==> config.mk <==
export PLATFORM = sky130hd
export DESIGN_NAME = olar_alu
export DESIGN_NICKNAME = d
export VERILOG_FILES = /design/src/rtl/olar_pkg.sv /design/src/rtl/olar_alu.sv
export SDC_FILE = /design/constraint.sdc
export NUM_CORES = 1
export LEC_CHECK = 0
export BUFFER_PORTS_ARGS = -buffer_cell sky130_fd_sc_hd__buf_2
export CORE_AREA = 3 3 80 101
export DETAILED_ROUTE_END_ITERATION = 8
export DIE_AREA = 0 0 83 104
export PLACE_DENSITY = 0.86
export SYNTH_ARGS = -nofsm -noshare
export SYNTH_HDL_FRONTEND = slang
export SYNTH_SLANG_ARGS = --single-unit
==> constraint.sdc <==
create_clock -name vclk -period 3.4
set_input_delay 0.17 -clock vclk [all_inputs]
set_output_delay 0.17 -clock vclk [all_outputs]
set_load 0.02 [all_outputs]
==> src/rtl/olar_pkg.sv <==
package olar_pkg;

	// command codes carried on the input channel
	typedef enum logic {
		CMD_APPEND = 1'b0,
		CMD_REMOVE = 1'b1
	} cmd_t;

	// result status codes
	typedef enum logic [1:0] {
		ST_DONE    = 2'd0,
		ST_FULL    = 2'd1,
		ST_MISSING = 2'd2
	} status_t;

	// operations of the shared arithmetic unit
	typedef enum logic {
		ALU_ADD = 1'b0,
		ALU_SUB = 1'b1
	} alu_op_t;

endpackage

==> src/rtl/olar_alu.sv <==
module olar_alu #(
	parameter int VALUE_BITS = 31,
	parameter int SUM_BITS   = 39
) (
	input  olar_pkg::alu_op_t     op,
	input  logic [SUM_BITS-1:0]   acc,
	input  logic [VALUE_BITS-1:0] opnd,
	input  logic [VALUE_BITS-1:0] key,
	output logic [SUM_BITS-1:0]   result,
	output logic                  match
);
	logic [SUM_BITS-1:0] opnd_ext;

	assign opnd_ext = {{(SUM_BITS-VALUE_BITS){1'b0}}, opnd};
	assign match    = (opnd == key);

	always_comb begin
		case (op)
			olar_pkg::ALU_ADD: result = acc + opnd_ext;
			olar_pkg::ALU_SUB: result = acc - opnd_ext;
			default:           result = acc;
		endcase
	end
endmodule

### Yosys cells after proc, flatten, opt, wreduce, memory -nomap -nowiden

Cells that the tools add are included.

| storage, ports and cells | value |
|---|---|
| bits in registers | 0 |
| input bits | 102 |
| word-level logic and storage cells | 5 |

| operators by class | value |
|---|---|
| $add $sub $neg | 2 |
| equality and inequality tests | 1 |
| mux-type cells | 1 |
| bitwise logic cells | 1 |

Operators with widths:

| operator | number |
|---|---|
| 39-bit case mux with 2 select lines | 1 |
| 39-bit by 31-bit adder with 39-bit output | 1 |
| 39-bit by 31-bit subtractor with 39-bit output | 1 |
| 31-bit equality test | 1 |
| 1-bit inverter | 1 |

### Logic depth before layout (Yosys ltp)

Gate-level depths: netlist (run 1).

| depth | value |
|---|---|
| depth after elaboration | 2 |
| mapped depth | 17 |
| depth with buffers taken out | 15 |

### Worst setup path before layout (run 1)

OpenSTA, ideal clock, no wires.

| timing path | value |
|---|---|
| path type | input -> output |
| start | in opnd[4] |
| end | out result[38] |
| arrival time | 3.787 ns |
| path slack | -0.557 ns |
| stages on the path | 16 |
| path through | or4_4 nor3_4 and3_1 and2_1 buf_2 and3_1 a21oi_1 xnor2_1 ha_1 a21oi_1 o211ai_1 a41oi_1 a31oi_1 a311oi_1 o21ai_0 xnor2_1 |

| between the ends | value |
|---|---|
| word-level cells in the longest chain between the ends | 2 |
| elaborated cells on any way between the ends | 3 |

RTL lines:

| element | RTL line | text |
|---|---|---|
| from (decl) | olar_alu.sv:7 | `input logic [VALUE_BITS-1:0] opnd,` |
| 39-bit by 31-bit subtractor with 39-bit output / 39-bit by 31-bit adder with 39-bit output (equally long branches) | olar_alu.sv:20, olar_alu.sv:19 |  |
| 39-bit case mux with 2 select lines * | olar_alu.sv:18 | `case (op)` |
| to (decl) | olar_alu.sv:9 | `output logic [SUM_BITS-1:0] result,` |

Every way passes the cells marked *; elsewhere a longest branch is shown, timed or not.

### Final worst setup path (run 1)

Ends and elaborated chain as after synthesis.

==> impl.org, run 1 <==
** Power
- Cell internal power was estimated by the tool at 0.890 mW.
- Clock network fraction of total power :: 0
- The share of total power dissipated in sequential elements is 0.
- Summing internal, switching and leakage power gives 1.95 mW.
- Of the total power, combinational logic draws 1.000.
- In this run the power spent charging and discharging nets is 1.06 mW.
- Maximum vdd ir drop :: 0.262 mV
- The analysis attributes to cell leakage a power of 2.96 nW.
- Of the total power, the share spent switching nets is 0.542.
- P per Cell Area :: 311 mW/mm²

** STA
- Timing-limited maximum frequency :: 0.225 GHz
- Total count of hold-check failures in the final report :: 0
- The final count of pins violating max slew was 0.
- In the finished design, the share of the clock period the worst path needs comes to 1.31.
- Unrepaired setup endpoints after global routing :: true
- Across all setup checks in the final design, the least slack found is -1.05 ns.
- Setup violations remaining at the end of the flow were counted as 28.
- For the pin with the worst max-slew slack, the measured transition is 0.525 ns.
- The worst pin sits at a relative slew slack of 0.647.
- Final period demand of the worst path :: 4.45 ns

** Die
- The initial utilization of the core area, before any placement, comes to 0.448.
- The die is 83 µm wide.
- Count of standard-cell rows :: 35
- Area of the placeable core :: 0.00727 mm²
- The die is 104 µm tall.
- Number of top-level pins :: 142
- Die area :: 0.00863 mm²

** Cells and area
- Number of nets in the finished design :: 910
- Final standard cell area without fillers :: 0.00627 mm²
- From synthesis to final layout, the design area changed by 92.4%.
- The multi-input combinational cells in the finished layout cover a total of 0.00396 mm².
- The final layout contains a sequential cell count of 0.
- In the finished layout, the clock tree contains a buffer count of 0.
- Storage element area :: 0 µm²
- Fraction of layout cells with a size suffix above 1 :: 0.574
- The repair_antennas step left the layout with diodes totalling 0.
- Number of fillers in the final layout :: 381

** Setup path
- Launching element type of the critical path :: input port
- By startpoint and endpoint, the worst setup path is classified as input port to output pin.
- Crit-path max FO :: 4
- The worst setup path is captured at an output pin.
- At the worst endpoint, the required time is 3.23 ns.
- CP arrival :: 4.28 ns

** Route
- In the final routed layout, each cell accounts on average for 23.3 µm.
- Total via count after detailed routing :: 5,608
- Drt initial violations :: 523
- Detail Route Antenna Nets :: 0
- In the routed design, unresolved DRC markers number 0.
- Detail-routed via count per cell :: 6.54
- Pre-Repair DR Iteration Count :: 7
- Summed over all layers, the routed wires come to 20,000 µm.

** GRT
- Number of antenna violations at the first check in global routing :: 0
- For this run, the total global-route usage over all layers was measured as 0.318.
- Largest net degree at the start of global routing :: 18
- The number of global-route vias before repair is 5,109.
- The first global-routing pass estimated 23,100 µm of wire.
- Global routing finished with a remaining overflow of 0.

** Status
- The final reports fail on setup timing.
- The run finished, with violations left.

** Placement
- Weighted congestion reported at the end of routability-driven placement :: 0.993
- Placed wire-length estimate after detailed placement :: 12,000 µm
- Placed standard-cell area :: 0.00510 mm²
- Number of buffer cells added on primary ports :: 142

** Synthesis
- Of the synthesized area, sequential elements account for 0.
- Post-Syn Area per Cell :: 6.76 µm²
- Yosys printed 0 warnings.
- Cell taking the most area after synthesis :: sky130_fd_sc_hd__xnor2_1
- After synthesis, the netlist uses 55 different library cells.
- In the post-synthesis netlist, the biggest area contributors are sky130_fd_sc_hd__xnor2_1, sky130_fd_sc_hd__ha_1, sky130_fd_sc_hd__a21oi_1.
- Most instantiated cells after synthesis :: sky130_fd_sc_hd__xnor2_1, sky130_fd_sc_hd__a21oi_1, sky130_fd_sc_hd__nor2_1
- Synthesis produced 482 cells.
- The mapped netlist covers 0.00326 mm².
- Net Count, Synth :: 624
- Area share of the largest cell type after synthesis :: 0.172
- Most numerous cell in the Yosys netlist :: sky130_fd_sc_hd__xnor2_1

** Worst hold path
- The worst hold path belongs to the class input port to output pin.

** Clock tree
- Cts hold-fix bufs :: 0

** Run
- Max-cap violations in this run came to 0.
==> routing by layer <==
| layer | part of all wire | up-vias | global-route usage |
|---|---|---|---|
| li1 | - | 2333 | - |
| met1 | 0.30 | 2546 | 0.305 |
| met2 | 0.48 | 502 | 0.615 |
| met3 | 0.083 | 227 | 0.0285 |
| met4 | 0.13 | 0 | 0.236 |
| met5 | 0 | - | 0 |
==> cells in the final DEF (no fill, tap or decap), types with 6 or more instances in the layout <==
cell | netlist | routed
sky130_fd_sc_hd__nor3_1 | 12 | 8
sky130_fd_sc_hd__xor2_1 | 29 | 25
sky130_fd_sc_hd__buf_2 | 2 | 114
sky130_fd_sc_hd__a21oi_1 | 57 | 35
sky130_fd_sc_hd__nand2_2 | 0 | 7
sky130_fd_sc_hd__nand3_1 | 10 | 7
sky130_fd_sc_hd__o21ai_2 | 0 | 8
sky130_fd_sc_hd__nand2_1 | 34 | 25
sky130_fd_sc_hd__ha_1 | 39 | 32
sky130_fd_sc_hd__a21oi_2 | 0 | 14
sky130_fd_sc_hd__a31oi_1 | 17 | 10
sky130_fd_sc_hd__o21a_1 | 6 | 6
sky130_fd_sc_hd__a21oi_4 | 0 | 8
sky130_fd_sc_hd__inv_1 | 27 | 25
sky130_fd_sc_hd__xnor2_2 | 0 | 14
sky130_fd_sc_hd__a21o_1 | 12 | 12
sky130_fd_sc_hd__buf_4 | 1 | 163
sky130_fd_sc_hd__xnor2_1 | 64 | 50
sky130_fd_sc_hd__nand4_1 | 10 | 10
sky130_fd_sc_hd__nor4_1 | 11 | 9
sky130_fd_sc_hd__nor2_1 | 40 | 31
sky130_fd_sc_hd__buf_6 | 1 | 26
sky130_fd_sc_hd__nor2_4 | 0 | 7
==> path summary, 6_finish.rpt <==
check,cells past startpoint,end,from
max,18,result[38],opnd[4]
min,5,match,key[1]
==> logic make-up after synthesis <==
group,after synthesis,share of synthesized area
muxes,2,0.00615
AOI/OAI and AO/OA,149,0.288
xor gates and xnor gates,93,0.250
adders and majority gates,40,0.156
and+or+nand+nor,152,0.242
buffers and inverters,46,0.0576
==> worst max-delay path: stages <==
cell and delay (ns):
sky130_fd_sc_hd__buf_6 0.09, sky130_fd_sc_hd__or4_4 0.55, sky130_fd_sc_hd__nor3_4 0.24, sky130_fd_sc_hd__and3_4 0.22, sky130_fd_sc_hd__and2_4 0.15, sky130_fd_sc_hd__and3_4 0.23, sky130_fd_sc_hd__a31oi_1 0.11, sky130_fd_sc_hd__xnor2_1 0.24
sky130_fd_sc_hd__ha_2 0.36, sky130_fd_sc_hd__a21oi_4 0.21, sky130_fd_sc_hd__o211ai_1 0.19, sky130_fd_sc_hd__a41oi_2 0.41, sky130_fd_sc_hd__a31oi_2 0.19, sky130_fd_sc_hd__a311oi_4 0.35, sky130_fd_sc_hd__buf_4 0.19, sky130_fd_sc_hd__o21ai_2 0.07
sky130_fd_sc_hd__xnor2_2 0.14, sky130_fd_sc_hd__buf_4 0.16
==> layout make-up <==
class	instances	area share
inverter	27	0.0170
tap	92	0.0184
multi-input combinational	436	0.632
timing repair buffer	303	0.333
==> stage by stage <==
stage,setup TNS [ns],hold slack (ns),utilization,instances,worst slack (ns)
2_1_floorplan,-1.52,0.522,-,482,-0.247
3_3_place_gp,-8.09,0.733,0.702,827,-0.506
3_5_place_dp,-10.01,0.737,0.702,827,-0.588
4_1_cts,-4.93,0.741,0.763,839,-0.451
5_1_grt,-15.99,0.755,0.862,858,-1.05
6_report,-13.61,0.765,0.862,858,-1.05
==> power groups by stage <==
stage	clock network, mW	logic, mW	registers (mW)
global route	0	2.03	0
CTS	0	1.59	0
global placement	0	1.40	0
floorplan	0	0.818	0
detailed placement	0	1.42	0
finish	0	1.95	0
==> repair_timing <==
action	in CTS	in global routing
setup buffers	13	20
pin swaps	37	64
setup endpoints to repair	27	29
resized for setup	93	120
Note: power is estimated with default switching activity, not from simulation.
==> inputs of run 2 (changes only) <==
==> constraint.sdc (replaced) <==
create_clock -name vclk -period 3.4
set_input_delay 0.17 -clock vclk [all_inputs]
set_output_delay 0.17 -clock vclk [all_outputs]
set_load 0.1 [all_outputs]
==> impl.org, run 2 <==
** Status
- Result of the run: aborted with a tool error (was complete, but fails checks).
- The run ended at clock tree synthesis (4_1_cts).
- The first error in the log reads "[ERROR DPL-0033] detailed placement checks failed during check placement".

** Synthesis
- Most numerous cell in the Yosys netlist :: sky130_fd_sc_hd__xnor2_1 (unchanged)
- The summed instance area of the synthesized netlist is 0.00326 mm² (unchanged).
- Post-Syn Area per Cell :: 6.76 µm² (unchanged)
- The top cell type by total area after synthesis was sky130_fd_sc_hd__xnor2_1 (unchanged).
- Area share of the largest cell type after synthesis :: 0.172 (unchanged)
- Top area cells in the synthesized netlist :: sky130_fd_sc_hd__xnor2_1, sky130_fd_sc_hd__ha_1, sky130_fd_sc_hd__a21oi_1 (unchanged)
- Sequential-to-total area share from yosys stat :: 0 (unchanged)
- The post-synthesis net count is 624 (unchanged).
- The count of mapped cells out of synthesis is 482 (unchanged).
- Most instantiated cells after synthesis: sky130_fd_sc_hd__xnor2_1, sky130_fd_sc_hd__a21oi_1, sky130_fd_sc_hd__nor2_1 (unchanged).
- Yosys warns :: 0 (unchanged)
- The count of cell types in the netlist is 55 (unchanged).

** Placement
- Placed wire-length estimate after detailed placement :: 14,500 µm (was 12,000 µm)
- Weighted congestion reported at the end of routability-driven placement :: 1.07 (was 0.993)
- Number of buffer cells added on primary ports :: 142 (unchanged)
- The standard cell area after detailed placement is 0.00626 mm² (was 0.00510 mm²).

** Die
- Count of standard-cell rows :: 35 (unchanged)
- The vertical die dimension is 104 µm (unchanged).
- The I/O pin count was 142 (unchanged).
- Initial Util :: 0.448 (unchanged)
- The horizontal die dimension was 83 µm (unchanged).

** Clock tree
- Cts hold-fix bufs :: 0 (unchanged)
- The number of buffers inserted to repair setup after CTS was 41 (was 13).
- The number of instances resized during post-cts repair is 149 (was 93).
==> run 2: cell families after synthesis <==
| group | after synthesis | synth area share |
|---|---|---|
| AOI/OAI and AO/OA | 149 | 0.288 |
| muxes | 2 | 0.00615 |
| and+or+nand+nor | 152 | 0.242 |
| xor gates and xnor gates | 93 | 0.250 |
| adders and majority gates | 40 | 0.156 |
| buffers and inverters | 46 | 0.0576 |
==> run 2: per-stage QoR <==
stage	instances	setup TNS, ns	setup WS [ns]	hold slack (ns)
after floorplan	482	-7.65	-0.690	0.656
after global placement	843	-7.73	-0.504	0.890
after detailed placement	843	-13.17	-0.682	0.909
==> inputs of run 3 (changes only) <==
CORE_AREA = 3 3 107 109   (was 3 3 80 101)
DIE_AREA = 0 0 110 112   (was 0 0 83 104)
PLACE_DENSITY = unset   (was 0.86)
PLACE_DENSITY_LB_ADDON = 0.15   (was unset)
clock period = 4.4 ns   (was 3.4 ns; I/O delays follow)
==> impl.org, run 3 (synthesis gave the netlist of run 1 again) <==
** Status
- Result of the run :: finished clean (was aborted with a tool error)

** Placement
- Placed standard-cell area :: 0.00462 mm² (was 0.00626 mm²)
- The number of placed cells counting well taps was 774 (was 843).
- Weighted congestion reported at the end of routability-driven placement :: 0.936 (was 1.07)
- Number of buffer cells added on primary ports :: 142 (unchanged)
- Placed wire-length estimate after detailed placement :: 11,000 µm (was 14,500 µm)
- The pre-CTS setup slack is -0.00912 ns (was -0.682 ns).

** Cells and area
- Number of antenna repair diodes :: 0
- Relative to the synthesized area, the layout overhead comes to 45.6%.
- Number of fillers in the final layout :: 1,145
- At the end of the flow the core is filled with cells to 0.443.
- Count of placed standard cells in the final layout, fillers left out :: 779
- The library cell used most frequently in the layout, excluding fill and tap cells, is sky130_fd_sc_hd__buf_2.
- In the final layout, flip-flops and latches occupy 0 µm².
- The finished cells cover 0.00474 mm².
- In the layout the commonest cells are sky130_fd_sc_hd__buf_2, sky130_fd_sc_hd__a21oi_1, sky130_fd_sc_hd__xnor2_1, sky130_fd_sc_hd__nor2_1, sky130_fd_sc_hd__ha_1.
- Number of nets in the finished design :: 783
- Clock buffers in the final layout number 0.
- Sequential cells placed in the final layout were counted as 0.
- Of the cells placed in the final design, the portion with a size suffix greater than 1 is 0.346.

** Route
- Drt initial violations :: 181
- After detailed routing, the average wire length per cell comes to 16.1 µm.
- Dividing the detail-routed via count by the number of cells gives 5.20.
- Detail Route Antenna Nets :: 0
- Pre-Repair DR Iteration Count :: 4
- After detailed routing, the number of remaining DRC violations is 0.
- Wire length after detailed routing :: 12,500 µm
- The routed layout has 4,050 vias.

** GRT
- Global route overflow :: 0
- Wire length of the first global-routing pass :: 19,000 µm
- Largest net degree at the start of global routing :: 21
- The number of global-route vias before repair is 3,845.
- Number of antenna violations at the first check in global routing :: 0
- Global-route total usage across every layer :: 0.190

** Setup path
- The worst setup path is of the input port to output pin kind.
- CP arrival :: 4.08 ns
- In this run the worst path has a maximum fanout of 8.
- STA classifies the critical path startpoint as an input port.
- Data required time at the worst endpoint :: 4.18 ns
- For this run, the slowest stage of the critical path takes 0.56 ns.
- Highest-delay cell along the critical path :: sky130_fd_sc_hd__or4_4
- List of cells traversed by the critical path :: buf_2 > or4_4 > nor3_4 > buf_4 > and3_1 > buf_4 > a21oi_1 > xnor2_1 > ha_1 > and4_1 > a31oi_1 > o221ai_1 > a211oi_1 > o31ai_2 > a31oi_1 > xnor2_2 > buf_12
- Category of the worst setup path capture point :: output pin

** Die
- Count of standard-cell rows :: 38 (was 35)
- The horizontal die dimension is 110 µm (was 83 µm).
- Number of top-level pins :: 142 (unchanged)
- Area of the placeable core :: 0.0107 mm²
- The starting density of the core is 0.304 (was 0.448).
- The vertical die dimension came to 112 µm (was 104 µm).
- The die covers 0.0123 mm².

** Power
- Total Power :: 1.82 mW
- Maximum vdd ir drop :: 0.318 mV
- Static leakage power :: 2.21 nW
- P per Cell Area :: 384 mW/mm²

** Worst hold path
- Along the worst hold path, the cell count comes to 5.
- Hold/Removal Path Class :: input port to output pin

** STA
- Final-layout worst hold slack :: 0.983 ns
- For the pin with the worst max-slew slack, the measured transition is 0.570 ns.
- Total count of hold-check failures in the final report :: 0
- Timing would allow up to 0.233 GHz.
- Setup Viol. Count Final :: 0
- Final Slew Violations :: 0
- Relative max-transition margin :: 0.614
- Total Negative Setup Slacks :: 0 ns
- Final period demand of the worst path :: 4.30 ns
- After layout, the worst setup slack is 0.102 ns.
- Dividing the final minimum period by the clock period gives 0.977.

** Run
- # Max-Cap Violations :: 0
[run 3: worst paths after layout]
path  slack, ns    start         end
max        0.10  opnd[4]  result[35]
min        0.98  key[26]       match
[run 3: layout make-up]
cell class | instances | area (µm²) | share of cell area
Inverter | 27 | 101 | 0.0214
Tap cell | 140 | 175 | 0.0369
Timing Repair Buffer | 176 | 1210 | 0.254
Multi-Input combinational cell | 436 | 3260 | 0.687
[run 3: worst max-delay path: cells and delay by family]
kind,cells,cell delay (ns)
simple gates,4,1.16
compound gates,6,1.27
fa+ha+maj,1,0.39
xor+xnor,2,0.45
buf+inv,4,0.59
[run 3: per-layer routing]
| layer | vias to the layer above | share of wire | GRT usage |
|---|---|---|---|
| met1 | 1832 | 0.47 | 0.274 |
| met4 | 0 | 0.0034 | 0.00831 |
| met2 | 137 | 0.46 | 0.322 |
| met5 | - | 0 | 0 |
| met3 | 4 | 0.058 | 0.0139 |
| li1 | 2077 | - | - |
[run 3: where the power goes]
part	total (mW)	internal, mW	switching (mW)
registers	0	0	0
clock network	0	0	0
logic	1.82	0.531	1.29
[run 3: repair_timing]
item                       CTS  global route
hold buffers                 0             0
resized for setup            1            21
pin swaps                    0             7
setup buffers                0             5
setup endpoints to repair    2             8
==> inputs of run 4 (changes only) <==
CORE_AREA = 4 4 108 110   (was 3 3 107 109)
DIE_AREA = 0 0 112 114   (was 0 0 110 112)
PLACE_DENSITY = 0.57   (was unset)
PLACE_DENSITY_LB_ADDON = unset   (was 0.15)
==> impl.org, run 4 (synthesis gave the netlist of run 1 again) <==
** Setup path
- Combined buffer and inverter count along the critical path :: 3 (was 4)
- Crit path to :: result[36] (was result[35])
- The peak per-stage delay on the critical path came to 0.55 ns (was 0.56 ns).
- CP arrival :: 4.12 ns (was 4.08 ns)
- Depth of the critical timing path with buffers and inverters included :: 18 (was 17)
- The type of element launching the critical path is an input port (unchanged).
- Cell family contributing the most delay on the critical path :: simple AND/OR/NAND/NOR gates (was compound AO/OA/AOI/OAI gates)
- Crit-path max FO :: 4 (was 8)
- The slowest cell on the critical path is sky130_fd_sc_hd__or4_4 (unchanged).
- Category of the worst setup path capture point :: output pin (unchanged)
- Data required time at the worst endpoint :: 4.18 ns (about the same)
- The origin of the worst setup path is opnd[5] (was opnd[4]).
- The path type of the worst setup path is input port to output pin (unchanged).
- List of cells traversed by the critical path :: buf_2 > or4_4 > nor3_4 > and3_4 > and2_4 > and3_4 > a21oi_2 > xnor2_1 > ha_1 > nand4_1 > nor3_4 > nand3_2 > a31oi_1 > a311oi_2 > buf_4 > or4b_4 > nand3_4 > buf_12 (was buf_2 > or4_4 > nor3_4 > buf_4 > and3_1 > buf_4 > a21oi_1 > xnor2_1 > ha_1 > and4_1 > a31oi_1 > o221ai_1 > a211oi_1 > o31ai_2 > a31oi_1 > xnor2_2 > buf_12)

** Route
- Detail-routed via count per cell :: 5.27 (was 5.20)
- The total iterations of the first detailed-routing run is 5 (was 4).
- The final routed wirelength across all metal layers was 12,800 µm (was 12,500 µm).
- Detail Route Antenna Nets :: 0 (unchanged)
- The detail-routed net length per standard cell came to 16.5 µm (was 16.1 µm).
- The total DRC errors in the routed layout is 0 (unchanged).
- Drt initial violations :: 141 (was 181)
- The count of vias placed by the detailed router was 4,097 (was 4,050).

** Die
- Die Wd :: 112 µm (was 110 µm)
- Count of standard-cell rows :: 38 (unchanged)
- The starting density of the core is 0.304 (unchanged).
- Area of the placeable core :: 0.0107 mm² (unchanged)
- The area enclosed by the die boundary is 0.0128 mm² (was 0.0123 mm²).
- Die height :: 114 µm (was 112 µm)
- Number of top-level pins :: 142 (unchanged)

** STA
- The slew at the pin with the worst max-slew slack came to 0.502 ns (was 0.570 ns).
- Setup repair after global routing could not meet its margin everywhere.
- The worst slew slack as a fraction of its limit came to 0.665 (was 0.614).
- The period utilization is 0.987 (was 0.977).
- The final count of pins violating max slew came to 0 (unchanged).
- The total count of hold-check failures in the final report came to 0 (unchanged).
- Setup Viol. Count Final :: 0 (unchanged)
- The worst slack on hold paths came to 0.982 ns (was 0.983 ns).
- The minimum setup slack in the final design was 0.0576 ns (was 0.102 ns).
- Timing-limited maximum frequency :: 0.230 GHz (was 0.233 GHz)
- Final period demand of the worst path :: 4.34 ns (was 4.30 ns)

** GRT
- Number of antenna violations at the first check in global routing :: 1 (was 0)
- Wire length of the first global-routing pass :: 19,500 µm (was 19,000 µm)
- Largest net degree at the start of global routing :: 28 (was 21)
- The number of global-route vias before repair is 3,941 (was 3,845).
- The overall global routing resource usage is 0.184 (was 0.190).
- Global route overflow :: 0 (unchanged)

** Status
- Result of the run :: finished clean (unchanged)

** Cells and area
- Most used cells in the layout excluding fill and tap cells :: sky130_fd_sc_hd__buf_2, sky130_fd_sc_hd__a21oi_1, sky130_fd_sc_hd__xnor2_1, sky130_fd_sc_hd__nor2_1, sky130_fd_sc_hd__ha_1 (unchanged)
- The number of sequential cells was 0 (unchanged).
- Count of placed standard cells in the final layout, fillers left out :: 778 (was 779)
- The count of nets after finishing is 781 (was 783).
- Fraction of layout cells with a size suffix above 1 :: 0.363 (was 0.346)
- Leading cell type in the layout, fill and taps excluded :: sky130_fd_sc_hd__buf_2 (unchanged)
- The signed area change from the synthesized netlist to the final layout was 48.4% (was 45.6%).
- The area taken by flip-flops and latches came to 0 µm² (unchanged).
- Count of clock buffers in the final design :: 0 (unchanged)

** Power
- The total leakage power is 2.23 nW (was 2.21 nW).
- The power per cell area was 383 mW/mm² (was 384 mW/mm²).
- The total design power was 1.85 mW (was 1.82 mW).
- Maximum vdd ir drop :: 0.274 mV (was 0.318 mV)

** Placement
- Cell total after placement :: 772 (was 774)
- Pre-CTS setup slack :: 0.0502 ns (was -0.00912 ns)
- The number of buffers added on ports is 142 (unchanged).
- The routability congestion estimate was 0.931 (was 0.936).
- Placed wire-length estimate after detailed placement :: 11,200 µm (was 11,000 µm)

** Run
- # Max-Cap Violations :: 0 (unchanged)

** Worst hold path
- The worst hold-check path type is input port to output pin (unchanged).
-- run 4: final cells by class --
| type | instances | area [µm²] |
|---|---|---|
| Inverter | 27 | 101 |
| Fill cell | 1126 | 5860 |
| Timing Repair Buffer | 174 | 1210 |
| Multi-Input combinational cell | 436 | 3350 |
| Tap cell | 140 | 175 |
| Antenna cell | 1 | 2.50 |
-- run 4: how the worst min path moves through the flow --
stage	depth (start not counted)	start	endpoint	slack [ns]
after CTS	5	key[26]	match	0.99
after global routing	5	key[26]	match	1.02
final	5	key[26]	match	0.98
after detailed placement	5	key[26]	match	0.99
after global placement	5	key[6]	match	0.98
after floorplan	3	key[26]	match	0.89
-- run 4: metal layers --
layer  GRT usage  vias up  part of all wire
met1       0.254     1875              0.45
met4      0.0264        0             0.020
met5           0        -                 0
met2       0.319      136              0.47
li1            -     2071                 -
met3      0.0207       15             0.059
-- run 4: through the flow --
| stage | instance area, µm² | util | TNS (ns) |
|---|---|---|---|
| 4_1_cts | 4620 | 0.432 | 0 |
| 3_3_place_gp | 4620 | 0.432 | 0 |
| 6_report | 4830 | 0.452 | 0 |
| 3_5_place_dp | 4620 | 0.432 | 0 |
| 2_1_floorplan | 3370 | - | -0.359 |
| 5_1_grt | 4830 | 0.452 | -0.457 |
-- run 4: where the power goes --
group             total, mW  switching (mW)  internal [mW]
combinational          1.85            1.30          0.547
sequential                0               0              0
clock          0.0000000304               0   0.0000000304
-- run 4: worst min-delay path: cells and delay by family --
kind / cells / cell delay, ns
xor+xnor: 1 / 0.05
buf+inv: 2 / 0.37
simple gates: 2 / 0.12
-- run 4: what timing repair did --
item | 4_1_cts | 5_1_grt
hold buffers | 0 | 0
hold endpoints to repair | 0 | 0
buffers inserted | 0 | 5
gates resized for setup | 0 | 38
endpoints found under the setup margin | 0 | 12
